[config.mk]
export PLATFORM = sky130hd
export DESIGN_NAME = lighting_bus_session_sequencer_unit
export DESIGN_NICKNAME = d
export VERILOG_FILES = /design/src/rtl/lbss_pkg.sv /design/src/rtl/lighting_bus_session_sequencer_unit.sv /design/src/rtl/lbss_in_reg.sv /design/src/rtl/lbss_core.sv /design/src/rtl/lbss_out_reg.sv
export VERILOG_INCLUDE_DIRS = /design/src /design/src/rtl
export SDC_FILE = /design/constraint.sdc
export NUM_CORES = 1
export LEC_CHECK = 0
export ABC_CLOCK_PERIOD_IN_PS = 3500
export BUFFER_PORTS_ARGS = -buffer_cell sky130_fd_sc_hd__buf_2
export CAP_MARGIN = 30
export CORE_MARGIN = 2
export CORE_UTILIZATION = 56
export DETAILED_ROUTE_END_ITERATION = 6
export GPL_TIMING_DRIVEN = 0
export PLACE_DENSITY = 0.9
export SLEW_MARGIN = 20
export SYNTH_ARGS = -nofsm -noshare
export SYNTH_HDL_FRONTEND = slang
export SYNTH_SLANG_ARGS = --single-unit
[constraint.sdc]
create_clock -name clk -period 3.5 [get_ports clk]
set_clock_uncertainty 0.05 [all_clocks]
set_input_delay 0.175 -clock clk [delete_from_list [all_inputs] [get_ports clk]]
set_output_delay 0.175 -clock clk [all_outputs]
set_load 0.1 [all_outputs]
[src/rtl/lighting_bus_session_sequencer_unit_assert.svh]
// Assertion macros for the session sequencer core.
// Each macro checks a property at the rising clock edge, disabled during reset.
`ifndef LIGHTING_BUS_SESSION_SEQUENCER_UNIT_ASSERT_SVH
`define LIGHTING_BUS_SESSION_SEQUENCER_UNIT_ASSERT_SVH

`ifndef SYNTHESIS

// Same-cycle implication.
`define LBSS_ASSERT_SAME(label, clk, rst, ante, cons) \
  label: assert property (@(posedge clk) disable iff (rst) (ante) |-> (cons)) \
    else $error("lbss assertion failed");

// Next-cycle implication.
`define LBSS_ASSERT_NEXT(label, clk, rst, ante, cons) \
  label: assert property (@(posedge clk) disable iff (rst) (ante) |=> (cons)) \
    else $error("lbss assertion failed");

`else

`define LBSS_ASSERT_SAME(label, clk, rst, ante, cons)
`define LBSS_ASSERT_NEXT(label, clk, rst, ante, cons)

`endif

`endif

[src/rtl/lbss_pkg.sv]
package lbss_pkg;

  // Field widths.
  localparam int DATA_BITS      = 24;
  localparam int TIMER_BITS     = 16;
  localparam int TICK_REG_BITS  = 16;
  localparam int CFG_INDEX_BITS = 2;

  // Reset values of the tick registers (settling and reply timeout maxima).
  localparam logic [TICK_REG_BITS-1:0] SETTLE_TICKS_DEFAULT     = 16'd14;
  localparam logic [TICK_REG_BITS-1:0] REPLY_WAIT_TICKS_DEFAULT = 16'd12;

  // Configuration register indexes.
  localparam logic [CFG_INDEX_BITS-1:0] CFG_ENABLED    = 2'd0;
  localparam logic [CFG_INDEX_BITS-1:0] CFG_SETTLE     = 2'd1;
  localparam logic [CFG_INDEX_BITS-1:0] CFG_REPLY_WAIT = 2'd2;

  // Item kinds.
  localparam logic [1:0] FUNC_REQUEST = 2'd0;
  localparam logic [1:0] FUNC_BUS     = 2'd1;
  localparam logic [1:0] FUNC_TICK    = 2'd2;

  // Request kinds.
  localparam logic [1:0] MSG_SEND       = 2'd0;
  localparam logic [1:0] MSG_SEND_TWICE = 2'd1;
  localparam logic [1:0] MSG_QUERY      = 2'd2;
  localparam logic [1:0] MSG_INVALID    = 2'd3;

  // Physical-layer event codes.
  localparam logic [3:0] BUS_FWD_DONE    = 4'd0;
  localparam logic [3:0] BUS_BWD_DONE    = 4'd1;
  localparam logic [3:0] BUS_START_ERR   = 4'd2;
  localparam logic [3:0] BUS_STOP_ERR    = 4'd3;
  localparam logic [3:0] BUS_FWD_ERR     = 4'd4;
  localparam logic [3:0] BUS_BWD_ERR     = 4'd5;
  localparam logic [3:0] BUS_DATA_VIOL   = 4'd6;
  localparam logic [3:0] BUS_TIMING_VIOL = 4'd7;
  localparam logic [3:0] BUS_SIZE_VIOL   = 4'd8;

  // Request status codes.
  localparam logic [2:0] STAT_OK          = 3'd0;
  localparam logic [2:0] STAT_NOT_ENABLED = 3'd1;
  localparam logic [2:0] STAT_BUSY        = 3'd2;
  localparam logic [2:0] STAT_INVALID     = 3'd3;
  localparam logic [2:0] STAT_REFUSED     = 3'd4;

  // Session event codes.
  localparam logic [1:0] EV_DONE       = 2'd0;
  localparam logic [1:0] EV_COLLISION  = 2'd1;
  localparam logic [1:0] EV_TIMEOUT    = 2'd2;
  localparam logic [1:0] EV_UNEXPECTED = 2'd3;

  // Session states.
  localparam logic [1:0] ST_READY    = 2'd0;
  localparam logic [1:0] ST_PROGRESS = 2'd1;
  localparam logic [1:0] ST_SETTLING = 2'd2;

  // Input word.
  typedef struct packed {
    logic [1:0]           func;
    logic [1:0]           msg_kind;
    logic [1:0]           frame_kind;
    logic [DATA_BITS-1:0] frame_bits;
    logic [3:0]           bus_event;
    logic [7:0]           reply_byte;
    logic                 phy_accept;
  } in_t;

  // Result word.
  typedef struct packed {
    logic [2:0]           exec_status;
    logic                 send_strobe;
    logic [1:0]           send_kind;
    logic [DATA_BITS-1:0] send_bits;
    logic                 event_valid;
    logic [1:0]           event_code;
    logic [1:0]           event_msg_kind;
    logic [DATA_BITS-1:0] event_data;
    logic                 busy_res;
  } out_t;

endpackage

[src/rtl/lighting_bus_session_sequencer_unit.sv]
// Channel   Direction  Handshake              Word
// in        input      in_valid / in_stall    lbss_pkg::in_t
// out       output     out_valid / out_stall  lbss_pkg::out_t
// cfg       input      cfg_valid / cfg_ready  cfg_index, cfg_data
//
// Each word passes through the input register and then the result register.
// A new word is accepted every cycle while the result side keeps taking words.
// The session update is a single pass of next-state logic between the two registers.
// Reset is synchronous and returns the session to ready with default tick counts.
// A stall on the result side backs up through the input register to in_stall.
module lighting_bus_session_sequencer_unit #(
  parameter int TIMER_BITS = lbss_pkg::TIMER_BITS
) (
  input  logic                                clk,
  input  logic                                rst,
  input  logic                                in_valid,
  output logic                                in_stall,
  input  lbss_pkg::in_t                       in_data,
  output logic                                out_valid,
  input  logic                                out_stall,
  output lbss_pkg::out_t                      out_data,
  input  logic                                cfg_valid,
  output logic                                cfg_ready,
  input  logic [lbss_pkg::CFG_INDEX_BITS-1:0] cfg_index,
  input  logic [lbss_pkg::TICK_REG_BITS-1:0]  cfg_data
);

  logic           advance;
  logic           item_valid;
  logic           step;
  lbss_pkg::in_t  item;
  lbss_pkg::out_t res;

  // Register writes are always taken.
  assign cfg_ready = 1'b1;
  assign step      = item_valid && advance;

  lbss_in_reg u_in_reg (
    .clk        (clk),
    .rst        (rst),
    .in_valid   (in_valid),
    .in_stall   (in_stall),
    .in_data    (in_data),
    .advance    (advance),
    .item_valid (item_valid),
    .item       (item)
  );

  lbss_core #(
    .TIMER_BITS (TIMER_BITS)
  ) u_core (
    .clk       (clk),
    .rst       (rst),
    .cfg_write (cfg_valid && cfg_ready),
    .cfg_index (cfg_index),
    .cfg_data  (cfg_data),
    .step      (step),
    .item      (item),
    .res       (res)
  );

  lbss_out_reg u_out_reg (
    .clk       (clk),
    .rst       (rst),
    .step      (step),
    .res       (res),
    .advance   (advance),
    .out_valid (out_valid),
    .out_stall (out_stall),
    .out_data  (out_data)
  );

endmodule

[src/rtl/lbss_in_reg.sv]
module lbss_in_reg (
  input  logic         clk,
  input  logic         rst,
  input  logic         in_valid,
  output logic         in_stall,
  input  lbss_pkg::in_t in_data,
  input  logic         advance,
  output logic         item_valid,
  output lbss_pkg::in_t item
);

  logic load;

  // The register holds its word until the result stage can take it.
  assign in_stall = item_valid && !advance;
  assign load     = in_valid && !in_stall;

  // Valid bit of the input register.
  always_ff @(posedge clk) begin
    if (rst) begin
      item_valid <= 1'b0;
    end else if (!in_stall) begin
      item_valid <= in_valid;
    end
  end

  // Payload of the input register.
  always_ff @(posedge clk) begin
    if (load) begin
      item <= in_data;
    end
  end

endmodule

[src/rtl/lbss_core.sv]
`include "lighting_bus_session_sequencer_unit_assert.svh"

module lbss_core #(
  parameter int TIMER_BITS = lbss_pkg::TIMER_BITS
) (
  input  logic                                clk,
  input  logic                                rst,
  input  logic                                cfg_write,
  input  logic [lbss_pkg::CFG_INDEX_BITS-1:0] cfg_index,
  input  logic [lbss_pkg::TICK_REG_BITS-1:0]  cfg_data,
  input  logic                                step,
  input  lbss_pkg::in_t                       item,
  output lbss_pkg::out_t                      res
);

  // Configuration registers.
  logic                               enabled;
  logic [lbss_pkg::TICK_REG_BITS-1:0] settle_ticks;
  logic [lbss_pkg::TICK_REG_BITS-1:0] reply_wait_ticks;

  // Session state and its next values.
  logic [1:0]                     session_state, session_state_next;
  logic [1:0]                     current_kind, current_kind_next;
  logic                           repeat_pending, repeat_pending_next;
  logic [1:0]                     stored_frame_kind, stored_frame_kind_next;
  logic [lbss_pkg::DATA_BITS-1:0] stored_data, stored_data_next;
  logic [TIMER_BITS-1:0]          countdown, countdown_next;
  logic                           countdown_running, countdown_running_next;

  logic [lbss_pkg::DATA_BITS-1:0] reply_ext;
  logic                           report;
  logic [1:0]                     report_code;

  assign reply_ext = lbss_pkg::DATA_BITS'(item.reply_byte);

  // Configuration writes; indexes beyond the list are ignored.
  always_ff @(posedge clk) begin
    if (rst) begin
      enabled          <= 1'b0;
      settle_ticks     <= lbss_pkg::SETTLE_TICKS_DEFAULT;
      reply_wait_ticks <= lbss_pkg::REPLY_WAIT_TICKS_DEFAULT;
    end else if (cfg_write) begin
      unique case (cfg_index)
        lbss_pkg::CFG_ENABLED:    enabled          <= cfg_data[0];
        lbss_pkg::CFG_SETTLE:     settle_ticks     <= cfg_data;
        lbss_pkg::CFG_REPLY_WAIT: reply_wait_ticks <= cfg_data;
        default: ;
      endcase
    end
  end

  // Next-state and result logic for one word.
  always_comb begin
    session_state_next     = session_state;
    current_kind_next      = current_kind;
    repeat_pending_next    = repeat_pending;
    stored_frame_kind_next = stored_frame_kind;
    stored_data_next       = stored_data;
    countdown_next         = countdown;
    countdown_running_next = countdown_running;
    report                 = 1'b0;
    report_code            = lbss_pkg::EV_DONE;
    res                    = '0;

    case (item.func)
      lbss_pkg::FUNC_REQUEST: begin
        if (!enabled) begin
          res.exec_status = lbss_pkg::STAT_NOT_ENABLED;
        end else if (session_state != lbss_pkg::ST_READY) begin
          res.exec_status = lbss_pkg::STAT_BUSY;
        end else if (item.msg_kind == lbss_pkg::MSG_INVALID) begin
          res.exec_status = lbss_pkg::STAT_INVALID;
        end else begin
          // The frame is offered even if the physical layer refuses it.
          repeat_pending_next = (item.msg_kind == lbss_pkg::MSG_SEND_TWICE);
          res.send_strobe     = 1'b1;
          res.send_kind       = item.frame_kind;
          res.send_bits       = item.frame_bits;
          if (!item.phy_accept) begin
            res.exec_status = lbss_pkg::STAT_REFUSED;
          end else begin
            stored_frame_kind_next = item.frame_kind;
            current_kind_next      = item.msg_kind;
            stored_data_next       = item.frame_bits;
            session_state_next     = lbss_pkg::ST_PROGRESS;
          end
        end
      end

      lbss_pkg::FUNC_BUS: begin
        case (item.bus_event) inside
          lbss_pkg::BUS_FWD_DONE: begin
            if (current_kind == lbss_pkg::MSG_SEND_TWICE && repeat_pending) begin
              countdown_next         = TIMER_BITS'(settle_ticks);
              countdown_running_next = 1'b1;
            end else if (current_kind == lbss_pkg::MSG_SEND ||
                         current_kind == lbss_pkg::MSG_SEND_TWICE) begin
              session_state_next     = lbss_pkg::ST_SETTLING;
              countdown_next         = TIMER_BITS'(settle_ticks);
              countdown_running_next = 1'b1;
              report                 = 1'b1;
              report_code            = lbss_pkg::EV_DONE;
            end else if (current_kind == lbss_pkg::MSG_QUERY) begin
              countdown_next         = TIMER_BITS'(reply_wait_ticks);
              countdown_running_next = 1'b1;
            end
          end
          lbss_pkg::BUS_BWD_DONE: begin
            session_state_next     = lbss_pkg::ST_SETTLING;
            countdown_next         = TIMER_BITS'(settle_ticks);
            countdown_running_next = 1'b1;
            stored_data_next       = reply_ext;
            report                 = 1'b1;
            report_code            = (current_kind == lbss_pkg::MSG_QUERY) ?
                                     lbss_pkg::EV_DONE : lbss_pkg::EV_UNEXPECTED;
          end
          lbss_pkg::BUS_START_ERR, lbss_pkg::BUS_STOP_ERR, lbss_pkg::BUS_FWD_ERR: begin
            report             = 1'b1;
            report_code        = lbss_pkg::EV_COLLISION;
            session_state_next = lbss_pkg::ST_READY;
          end
          lbss_pkg::BUS_BWD_ERR, lbss_pkg::BUS_DATA_VIOL,
          lbss_pkg::BUS_TIMING_VIOL, lbss_pkg::BUS_SIZE_VIOL: begin
            stored_data_next   = reply_ext;
            report             = 1'b1;
            report_code        = lbss_pkg::EV_UNEXPECTED;
            session_state_next = lbss_pkg::ST_READY;
          end
          default: ;
        endcase
      end

      lbss_pkg::FUNC_TICK: begin
        if (countdown_running) begin
          if (countdown <= TIMER_BITS'(1)) begin
            countdown_next         = '0;
            countdown_running_next = 1'b0;
            // Expiry acts only while enabled and not ready.
            if (enabled && session_state != lbss_pkg::ST_READY) begin
              if (current_kind == lbss_pkg::MSG_SEND_TWICE && repeat_pending) begin
                res.send_strobe = 1'b1;
                res.send_kind   = stored_frame_kind;
                res.send_bits   = stored_data;
                if (!item.phy_accept) begin
                  report             = 1'b1;
                  report_code        = lbss_pkg::EV_COLLISION;
                  session_state_next = lbss_pkg::ST_READY;
                end
                repeat_pending_next = 1'b0;
              end else if (current_kind == lbss_pkg::MSG_SEND ||
                           current_kind == lbss_pkg::MSG_SEND_TWICE) begin
                session_state_next = lbss_pkg::ST_READY;
              end else if (current_kind == lbss_pkg::MSG_QUERY) begin
                if (session_state == lbss_pkg::ST_PROGRESS) begin
                  report      = 1'b1;
                  report_code = lbss_pkg::EV_TIMEOUT;
                end
                session_state_next = lbss_pkg::ST_READY;
              end
            end
          end else begin
            countdown_next = countdown - TIMER_BITS'(1);
          end
        end
      end

      default: ;
    endcase

    // A reported event carries the request kind and data after the update.
    if (report) begin
      res.event_valid    = 1'b1;
      res.event_code     = report_code;
      res.event_msg_kind = current_kind_next;
      res.event_data     = stored_data_next;
    end
    res.busy_res = (session_state_next != lbss_pkg::ST_READY);
  end

  // Session state registers, updated as each word passes to the result stage.
  always_ff @(posedge clk) begin
    if (rst) begin
      session_state     <= lbss_pkg::ST_READY;
      current_kind      <= lbss_pkg::MSG_SEND;
      repeat_pending    <= 1'b0;
      stored_frame_kind <= '0;
      stored_data       <= '0;
      countdown         <= '0;
      countdown_running <= 1'b0;
    end else if (step) begin
      session_state     <= session_state_next;
      current_kind      <= current_kind_next;
      repeat_pending    <= repeat_pending_next;
      stored_frame_kind <= stored_frame_kind_next;
      stored_data       <= stored_data_next;
      countdown         <= countdown_next;
      countdown_running <= countdown_running_next;
    end
  end

  // A stopped timer always rests at zero.
  `LBSS_ASSERT_SAME(a_timer_idle_zero, clk, rst, !countdown_running, countdown == '0)
  // Events never come with a failing request status.
  `LBSS_ASSERT_SAME(a_event_status_ok, clk, rst, step && res.event_valid,
                    res.exec_status == lbss_pkg::STAT_OK)
  // A frame is offered only with an accepted or refused status.
  `LBSS_ASSERT_SAME(a_send_status, clk, rst, step && res.send_strobe,
                    res.exec_status == lbss_pkg::STAT_OK ||
                    res.exec_status == lbss_pkg::STAT_REFUSED)
  // An accepted request puts the session in progress.
  `LBSS_ASSERT_NEXT(a_request_progress, clk, rst,
                    step && item.func == lbss_pkg::FUNC_REQUEST &&
                    res.exec_status == lbss_pkg::STAT_OK,
                    session_state == lbss_pkg::ST_PROGRESS)

endmodule

[src/rtl/lbss_out_reg.sv]
module lbss_out_reg (
  input  logic          clk,
  input  logic          rst,
  input  logic          step,
  input  lbss_pkg::out_t res,
  output logic          advance,
  output logic          out_valid,
  input  logic          out_stall,
  output lbss_pkg::out_t out_data
);

  // The result register can load when empty or when its word leaves now.
  assign advance = !out_valid || !out_stall;

  // Valid bit of the result register.
  always_ff @(posedge clk) begin
    if (rst) begin
      out_valid <= 1'b0;
    end else if (step) begin
      out_valid <= 1'b1;
    end else if (!out_stall) begin
      out_valid <= 1'b0;
    end
  end

  // Payload of the result register.
  always_ff @(posedge clk) begin
    if (step) begin
      out_data <= res;
    end
  end

endmodule
==> results of run 1 <==
## worst max-delay path: stages (launching register included)
cell      delay [ns]
edfxtp_1        0.42
inv_1           0.11
ha_1            0.20
nand3_1         0.19
nor2_1          0.20
clkbuf_1        0.46
o21a_1          0.30
clkbuf_1        0.49
a211oi_1        0.19
## placed cells by master, fill, tap and decap left out, drive strengths merged, types with 6 or more instances in the layout
| cell type | count |
|---|---|
| nand2 | 114 |
| nor3 | 13 |
| inv | 25 |
| dfxtp | 83 |
| buf | 138 |
| nand3 | 16 |
| a211oi | 39 |
| and2 | 10 |
| a32o | 6 |
| nor3b | 11 |
| mux2i | 14 |
| dlygate4sd3 | 61 |
| edfxtp | 103 |
| o32ai | 8 |
| o22ai | 6 |
| nor4 | 8 |
| ha | 6 |
| a22o | 26 |
| o21ai | 28 |
| nor2 | 27 |
| clkbuf | 59 |
| nor2b | 7 |
| a21oi | 87 |
## state kept, by name, indices dropped and copies added (netlist names)
name and flops:
u_core.countdown 16, u_core.countdown_running 1, u_core.current_kind 2, u_core.enabled 1, u_core.repeat_pending 1, u_core.reply_wait_ticks 16, u_core.session_state 2, u_core.settle_ticks 16
u_core.stored_data 24, u_core.stored_frame_kind 2, u_in_reg.item 43, u_in_reg.item_valid 1, u_out_reg.out_data 60, u_out_reg.out_valid 1
## cell type report
| class | instances | area (sq um) |
|---|---|---|
| tap | 180 | 225.2 |
| clock inverter | 12 | 112.6 |
| timing repair buffer | 189 | 1281 |
| multi-input combinational | 487 | 2968 |
| inverter | 20 | 75.07 |
| clock buffer | 20 | 436.7 |
| sequential | 186 | 4755 |
| fill | 876 | 3854 |
| buffer | 49 | 227.7 |
## worst min path at each step
stage / startpoint / to / cells past startpoint
detailed placement: in_data[11] / u_in_reg.item[11]$_DFFE_PP_ / 1
CTS: cfg_index[1] / u_core.enabled$_SDFFE_PP0P_ / 4
global placement: in_data[23] / u_in_reg.item[23]$_DFFE_PP_ / 1
finish: cfg_index[1] / u_core.enabled$_SDFFE_PP0P_ / 4
global route: cfg_index[1] / u_core.enabled$_SDFFE_PP0P_ / 4
floorplan: in_data[0] / u_in_reg.item[0]$_DFFE_PP_ / 0
## metal layers
| metal | track usage | part of all wire | vias up | wire, um |
|---|---|---|---|---|
| met5 | 0 | 0 | - | 0 |
| met2 | 0.5014 | 0.49 | 498 | 11140 |
| met4 | 0.1357 | 0.030 | 0 | 686 |
| met1 | 0.3812 | 0.37 | 3320 | 8541 |
| li1 | - | - | 3200 | - |
| met3 | 0.07097 | 0.11 | 83 | 2495 |
## logic make-up (layout without fill, tap and decap cells)
| family | Yosys count | in the layout | synth area share |
|---|---|---|---|
| flops | 186 | 186 | 0.5937 |
| buf+inv | 69 | 290 | 0.03734 |
| fa+ha+maj | 6 | 6 | 0.009373 |
| simple gates | 227 | 227 | 0.1408 |
| mux | 15 | 15 | 0.01890 |
| other cells | 1 | 1 | 0.0004682 |
| compound gates | 238 | 238 | 0.1995 |
## metrics by stage
stage / area, sq um / hold WS [ns] / power, mW / setup WS (ns) / cells
final: 10080 / 0.07258 / 4.918 / 0.6024 / 1143
after detailed placement: 8921 / 0.3031 / 3.039 / 0.7259 / 1050
after global routing: 10080 / 0.09178 / 5.025 / 0.4255 / 1143
after floorplan: 8013 / 0.2239 / 2.886 / 0.3798 / 742
after CTS: 10080 / 0.06553 / 4.881 / 0.6554 / 1143
after global placement: 8869 / 0.3013 / 3.024 / 0.6879 / 1048
## power breakdown
part           switching, mW  leakage, nW  internal [mW]  total, mW
Sequential            0.0476         1.64           2.39       2.43
Clock                  0.865        0.261          0.988       1.85
Combinational          0.465         1.82          0.168      0.633
Total                   1.38         3.72           3.54       4.92
## what timing repair did
item / in CTS / in global routing
setup buffers: 0 / 0
endpoints found under the hold margin: 78 / 0
hold buffers: 61 / 0
==> results.sh, run 1 <==
export IMPL_core_rowCount=43
export IMPL_synth_edf_count=103
export IMPL_cts_buffer_depth=2
export IMPL_async_flop_share=0
export IMPL_dr_first_iter_drc_count=1069
export IMPL_status="finished, final reports clean"
export IMPL_slew_violations=0
export IMPL_ys_top_cells_by_count="nand2_1, edfxtp_1, a21oi_1, dfxtp_1"
export IMPL_fin_crit_ns=2.898
export IMPL_final_setup_tns_ns=0
export IMPL_antenna_left=0
export IMPL_cts_tree="done"
export IMPL_grt_pass1_vias=6706
export IMPL_ys_warn_count=0
export IMPL_arrival_ns=3.00
export IMPL_ff2ff_setup_slack_ns=0.60
export IMPL_antenna_found_initial=0
export IMPL_wl_per_cell_um=20.01
export IMPL_r2r_end="u_out_reg.out_data[20]$_SDFFCE_PN0P_"
export IMPL_synth_area_leaders="edfxtp_1, dfxtp_1, a21oi_1, nand2_1, a211oi_1"
export IMPL_hold_path_class="input pin to register"
export IMPL_drive_above_1_share=0.2046
export IMPL_die_area_sq_um=15270
export IMPL_grt_max_degree=54
export IMPL_fin_nets=1022
export IMPL_rr_worst_depth=8
export IMPL_power_leakage_nw=3.721
export IMPL_worst_slew_pin_slew_ns=0.9567
export IMPL_r2r_start="u_in_reg.item[42]$_DFFE_PP_"
export IMPL_synth_cell_types=62
export IMPL_dp_final_hpwl_um=14100
export IMPL_first_pass_iters=7
export IMPL_synth_area_sq_um=8009
export IMPL_ios=129
export IMPL_finalHoldViolations=0
export IMPL_root_buffer="clkbuf_16"
export IMPL_ys_dominant_reg_cell="edfxtp_1"
export IMPL_clock_latency_ns=0.45
export IMPL_yosys_area_top_type="edfxtp_1"
export IMPL_synth_top_area_frac=0.3862
export IMPL_gp_congestion=0.9812
export IMPL_syn_nets=814
export IMPL_worst_setup_path_type="register to register"
export IMPL_cts_made_buffers=17
export IMPL_vdd_ir_drop_max_uv=384.0
export IMPL_post_route_period_util=0.8279
export IMPL_power_density_nw_per_um2=487.9
export IMPL_drc=0
export IMPL_grt_pass1_wl_um=34500
export IMPL_io_buffers=126
export IMPL_rsz0062_at_grt="no"
export IMPL_cp_required_ns=3.61
export IMPL_crit_path_end_kind="register"
export IMPL_yosysSeqAreaShare=0.5937
export IMPL_grt_use_total=0.3034
export IMPL_relSlewSlack=0.3594
export IMPL_wl_um=22870
export IMPL_clock_fmax_mhz=345.1
export IMPL_maxCapViolCount=0
export IMPL_setup_violations=0
export IMPL_cp_max_fo=10
export IMPL_syn_to_final_growth_pct=25.87
export IMPL_antenna_cells=0
export IMPL_die_h_um=123.6
export IMPL_coreArea_sq_um=13930
export IMPL_cts_resized=0
export IMPL_globalRouteOverflowTotal=0
export IMPL_critPathLaunch="u_in_reg.item[42]$_DFFE_PP_"
export IMPL_startpoint_type="register"
export IMPL_vias=7101
export IMPL_cts_sinks=186
export IMPL_die_w_um=123.6
export IMPL_final_util=0.7234
export IMPL_htree_levels=4
export IMPL_clkTransAtPathRegs_ns=0.07
export IMPL_endpoint="u_out_reg.out_data[20]$_SDFFCE_PN0P_"
export IMPL_yosysMostFrequentCell="nand2_1"
export IMPL_syn_avg_cell_area_sq_um=10.79
export IMPL_avgViaCountPerCell=6.213
export IMPL_initial_core_util=0.5748
export IMPL_synth_seq_cells=186
export IMPL_syn_inst=742
No activity file was read; power rests on OpenSTA's default activity.
==> run 2, diff against run 1 <==
--- a/config.mk
+++ b/config.mk
@@ -6,14 +6,14 @@
 export SDC_FILE = /design/constraint.sdc
 export NUM_CORES = 1
 export LEC_CHECK = 0
-export ABC_CLOCK_PERIOD_IN_PS = 3500
+export ABC_CLOCK_PERIOD_IN_PS = 2650
 export BUFFER_PORTS_ARGS = -buffer_cell sky130_fd_sc_hd__buf_2
 export CAP_MARGIN = 30
 export CORE_MARGIN = 2
-export CORE_UTILIZATION = 56
+export CORE_UTILIZATION = 51
 export DETAILED_ROUTE_END_ITERATION = 6
 export GPL_TIMING_DRIVEN = 0
-export PLACE_DENSITY = 0.9
+export PLACE_DENSITY = 0.87
 export SLEW_MARGIN = 20
 export SYNTH_ARGS = -nofsm -noshare
 export SYNTH_HDL_FRONTEND = slang
==> constraint.sdc (replaced) <==
create_clock -name clk -period 2.65 [get_ports clk]
set_clock_uncertainty 0.05 [all_clocks]
set_input_delay 0.1325 -clock clk [delete_from_list [all_inputs] [get_ports clk]]
set_output_delay 0.1325 -clock clk [all_outputs]
set_load 0.1 [all_outputs]
==> run 2 against run 1 <==
Die area is 9.5% higher. Register-to-register slack worse by 0.47 ns. Critical path depth stayed put. Utilization is 5.5 points lower. Cell area is 1.2% higher. Worst setup slack worse by 0.47 ns. Critical path type unchanged. Cell count is 2.9% higher. Non-clock buffer count is 1 higher. Via count is 2.9% lower. Sequential share of layout area is 0.58 points lower. Flip-flop and latch count stayed put. Clock-buffer cell count is 3 lower.
==> results.sh, run 2 (synthesized netlist as in run 1, its figures left out) <==
export IMPL_status="finished, final reports clean"
export IMPL_finalHoldViolations=0
export IMPL_p_sw_mw=1.871
export IMPL_setup_violations=0
export IMPL_dp_final_hpwl_um=14040
export IMPL_core_rowCount=45
export IMPL_grt_pass1_wl_um=32670
export IMPL_placed_cell_area_sq_um=8961
export IMPL_drive_above_1_share=0.2230
export IMPL_maxCapViolCount=0
export IMPL_initial_core_util=0.5249
export IMPL_arrival_ns=2.64
export IMPL_pwr_share_comb=0.125
export IMPL_vias=6896
export IMPL_first_pass_iters=7
export IMPL_finalInstanceArea_sq_um=10210
export IMPL_clock_fmax_mhz=397.7
export IMPL_cts_tree="done"
export IMPL_layout_common_cells="buf_2, nand2_1, edfxtp_1, a21oi_1, dfxtp_1"
export IMPL_largest_reg_flops=60
export IMPL_final_cells=1176
export IMPL_post_route_period_util=0.9489
export IMPL_avgViaCountPerCell=5.864
export IMPL_hold_path_class="input pin to register"
export IMPL_relSlewSlack=0.3394
export IMPL_vdd_ir_drop_max_uv=438.7
export IMPL_globalRouteOverflowTotal=0
export IMPL_antenna_found_initial=0
export IMPL_cts_sinks=186
export IMPL_wl_um=21150
export IMPL_cp_max_fo=10
export IMPL_crit_path_end_kind="register"
export IMPL_power_leakage_nw=3.793
export IMPL_htree_levels=4
export IMPL_syn_to_final_growth_pct=27.43
export IMPL_fin_crit_ns=2.515
export IMPL_drc=0
export IMPL_reg_largest_list="u_out_reg.out_data (60), u_in_reg.item (43), u_core.stored_data (24)"
export IMPL_io_buffers=126
export IMPL_seqPwrFrac=0.486
export IMPL_final_common_cell="buf_2"
export IMPL_final_util=0.6689
export IMPL_dr_first_iter_drc_count=711
export IMPL_ios=129
export IMPL_slew_violations=0
export IMPL_cts_made_buffers=17
export IMPL_worst_setup_path_type="register to register"
export IMPL_die_area_sq_um=16720
export IMPL_grt_max_degree=38
export IMPL_power_density_nw_per_um2=646.6
export IMPL_dpl_cell_count=1081
export IMPL_cp_required_ns=2.78
export IMPL_p_int_mw=4.728
export IMPL_die_h_um=129.3
export IMPL_grt_pass1_vias=6499
export IMPL_grt_use_total=0.2537
export IMPL_whs_ns=0.06464
export IMPL_gp_congestion=0.9192
export IMPL_coreArea_sq_um=15260
export IMPL_clock_latency_ns=0.44
export IMPL_clkTransAtPathRegs_ns=0.07
export IMPL_top_register="u_out_reg.out_data"
export IMPL_wl_per_cell_um=17.99
export IMPL_clockPowerShare=0.388
export IMPL_ff2ff_setup_slack_ns=0.14
export IMPL_cts_buffer_depth=2
export IMPL_sw_frac_of_total=0.2835
export IMPL_root_buffer="clkbuf_16"
export IMPL_antenna_left=0
export IMPL_startpoint_type="register"
export IMPL_fin_nets=1023
export IMPL_die_w_um=129.3
export IMPL_worst_slew_pin_slew_ns=0.9818
run 2: changes by cell type in the layout (fill, tap and decap cells not counted), sizes merged:
cell	delta
clkbuf	-5
diode	+1
buf	+3
clkinvlp	-2
inv	+5
run 2: layer usage:
| metal | global-route usage | vias up | wire [um] |
|---|---|---|---|
| li1 | - | 3204 | - |
| met1 | 0.3212 | 3210 | 8229 |
| met2 | 0.4294 | 415 | 10460 |
| met3 | 0.03840 | 67 | 1704 |
| met4 | 0.1202 | 0 | 753 |
| met5 | 0 | - | 0 |
run 2: worst paths after layout:
path,startpoint,to,cells after the start
max,u_core.current_kind[0]$_SDFFE_PP0P_,u_out_reg.out_data[6]$_SDFFCE_PN0P_,8
min,cfg_index[0],u_core.enabled$_SDFFE_PP0P_,4
max reg2reg,u_core.current_kind[0]$_SDFFE_PP0P_,u_out_reg.out_data[6]$_SDFFCE_PN0P_,8
min reg2reg,u_core.reply_wait_ticks[0]$_SDFFE_PP0P_,u_core.reply_wait_ticks[0]$_SDFFE_PP0P_,2
run 2: critical path, cell delays in order (launching register included):
cell and delay [ns]:
dfxtp_1 0.32, clkbuf_1 0.34, a21oi_1 0.18, o41ai_1 0.48, a21oi_1 0.14, o21ai_1 0.20
buf_2 0.29, buf_6 0.19, nor2_1 0.06
run 2: power groups by stage:
stage | sequential, mW | combinational [mW] | clock (mW)
global route | 3.22 | 0.871 | 2.68
CTS | 3.21 | 0.815 | 2.58
finish | 3.21 | 0.826 | 2.56
global placement | 3.27 | 0.723 | 0
floorplan | 3.57 | 0.244 | 0
detailed placement | 3.27 | 0.743 | 0
run 2: timing repair:
action | CTS | global route
pin swaps | 1 | 1
resized for setup | 2 | 14
setup endpoints to repair | 30 | 62
setup buffers | 3 | 0
hold buffers | 61 | 0
endpoints found under the hold margin | 78 | 0
gates cloned | 0 | 0
run 2: final cells by class:
type                    instances  area (sq um)
inverters                      20         75.07
flip-flops and latches        186          4755
multi-input cells             487          2977
repair buffers                192          1304
clock buffers                  17         425.4
well taps                     211         264.0
fillers                      1108          5052
plain buffers                  47         230.2
diodes                          1         2.502
clock inverters                15         173.9
run 2: per-stage QoR:
stage	power (mW)	worst slack, ns	TNS, ns
2_1_floorplan	3.812	0.009271	0
3_3_place_gp	3.993	-0.1342	-4.172
3_5_place_dp	4.015	-0.1196	-1.553
4_1_cts	6.599	0.007992	0
5_1_grt	6.766	-0.02848	-0.2273
6_report	6.599	0.1354	0
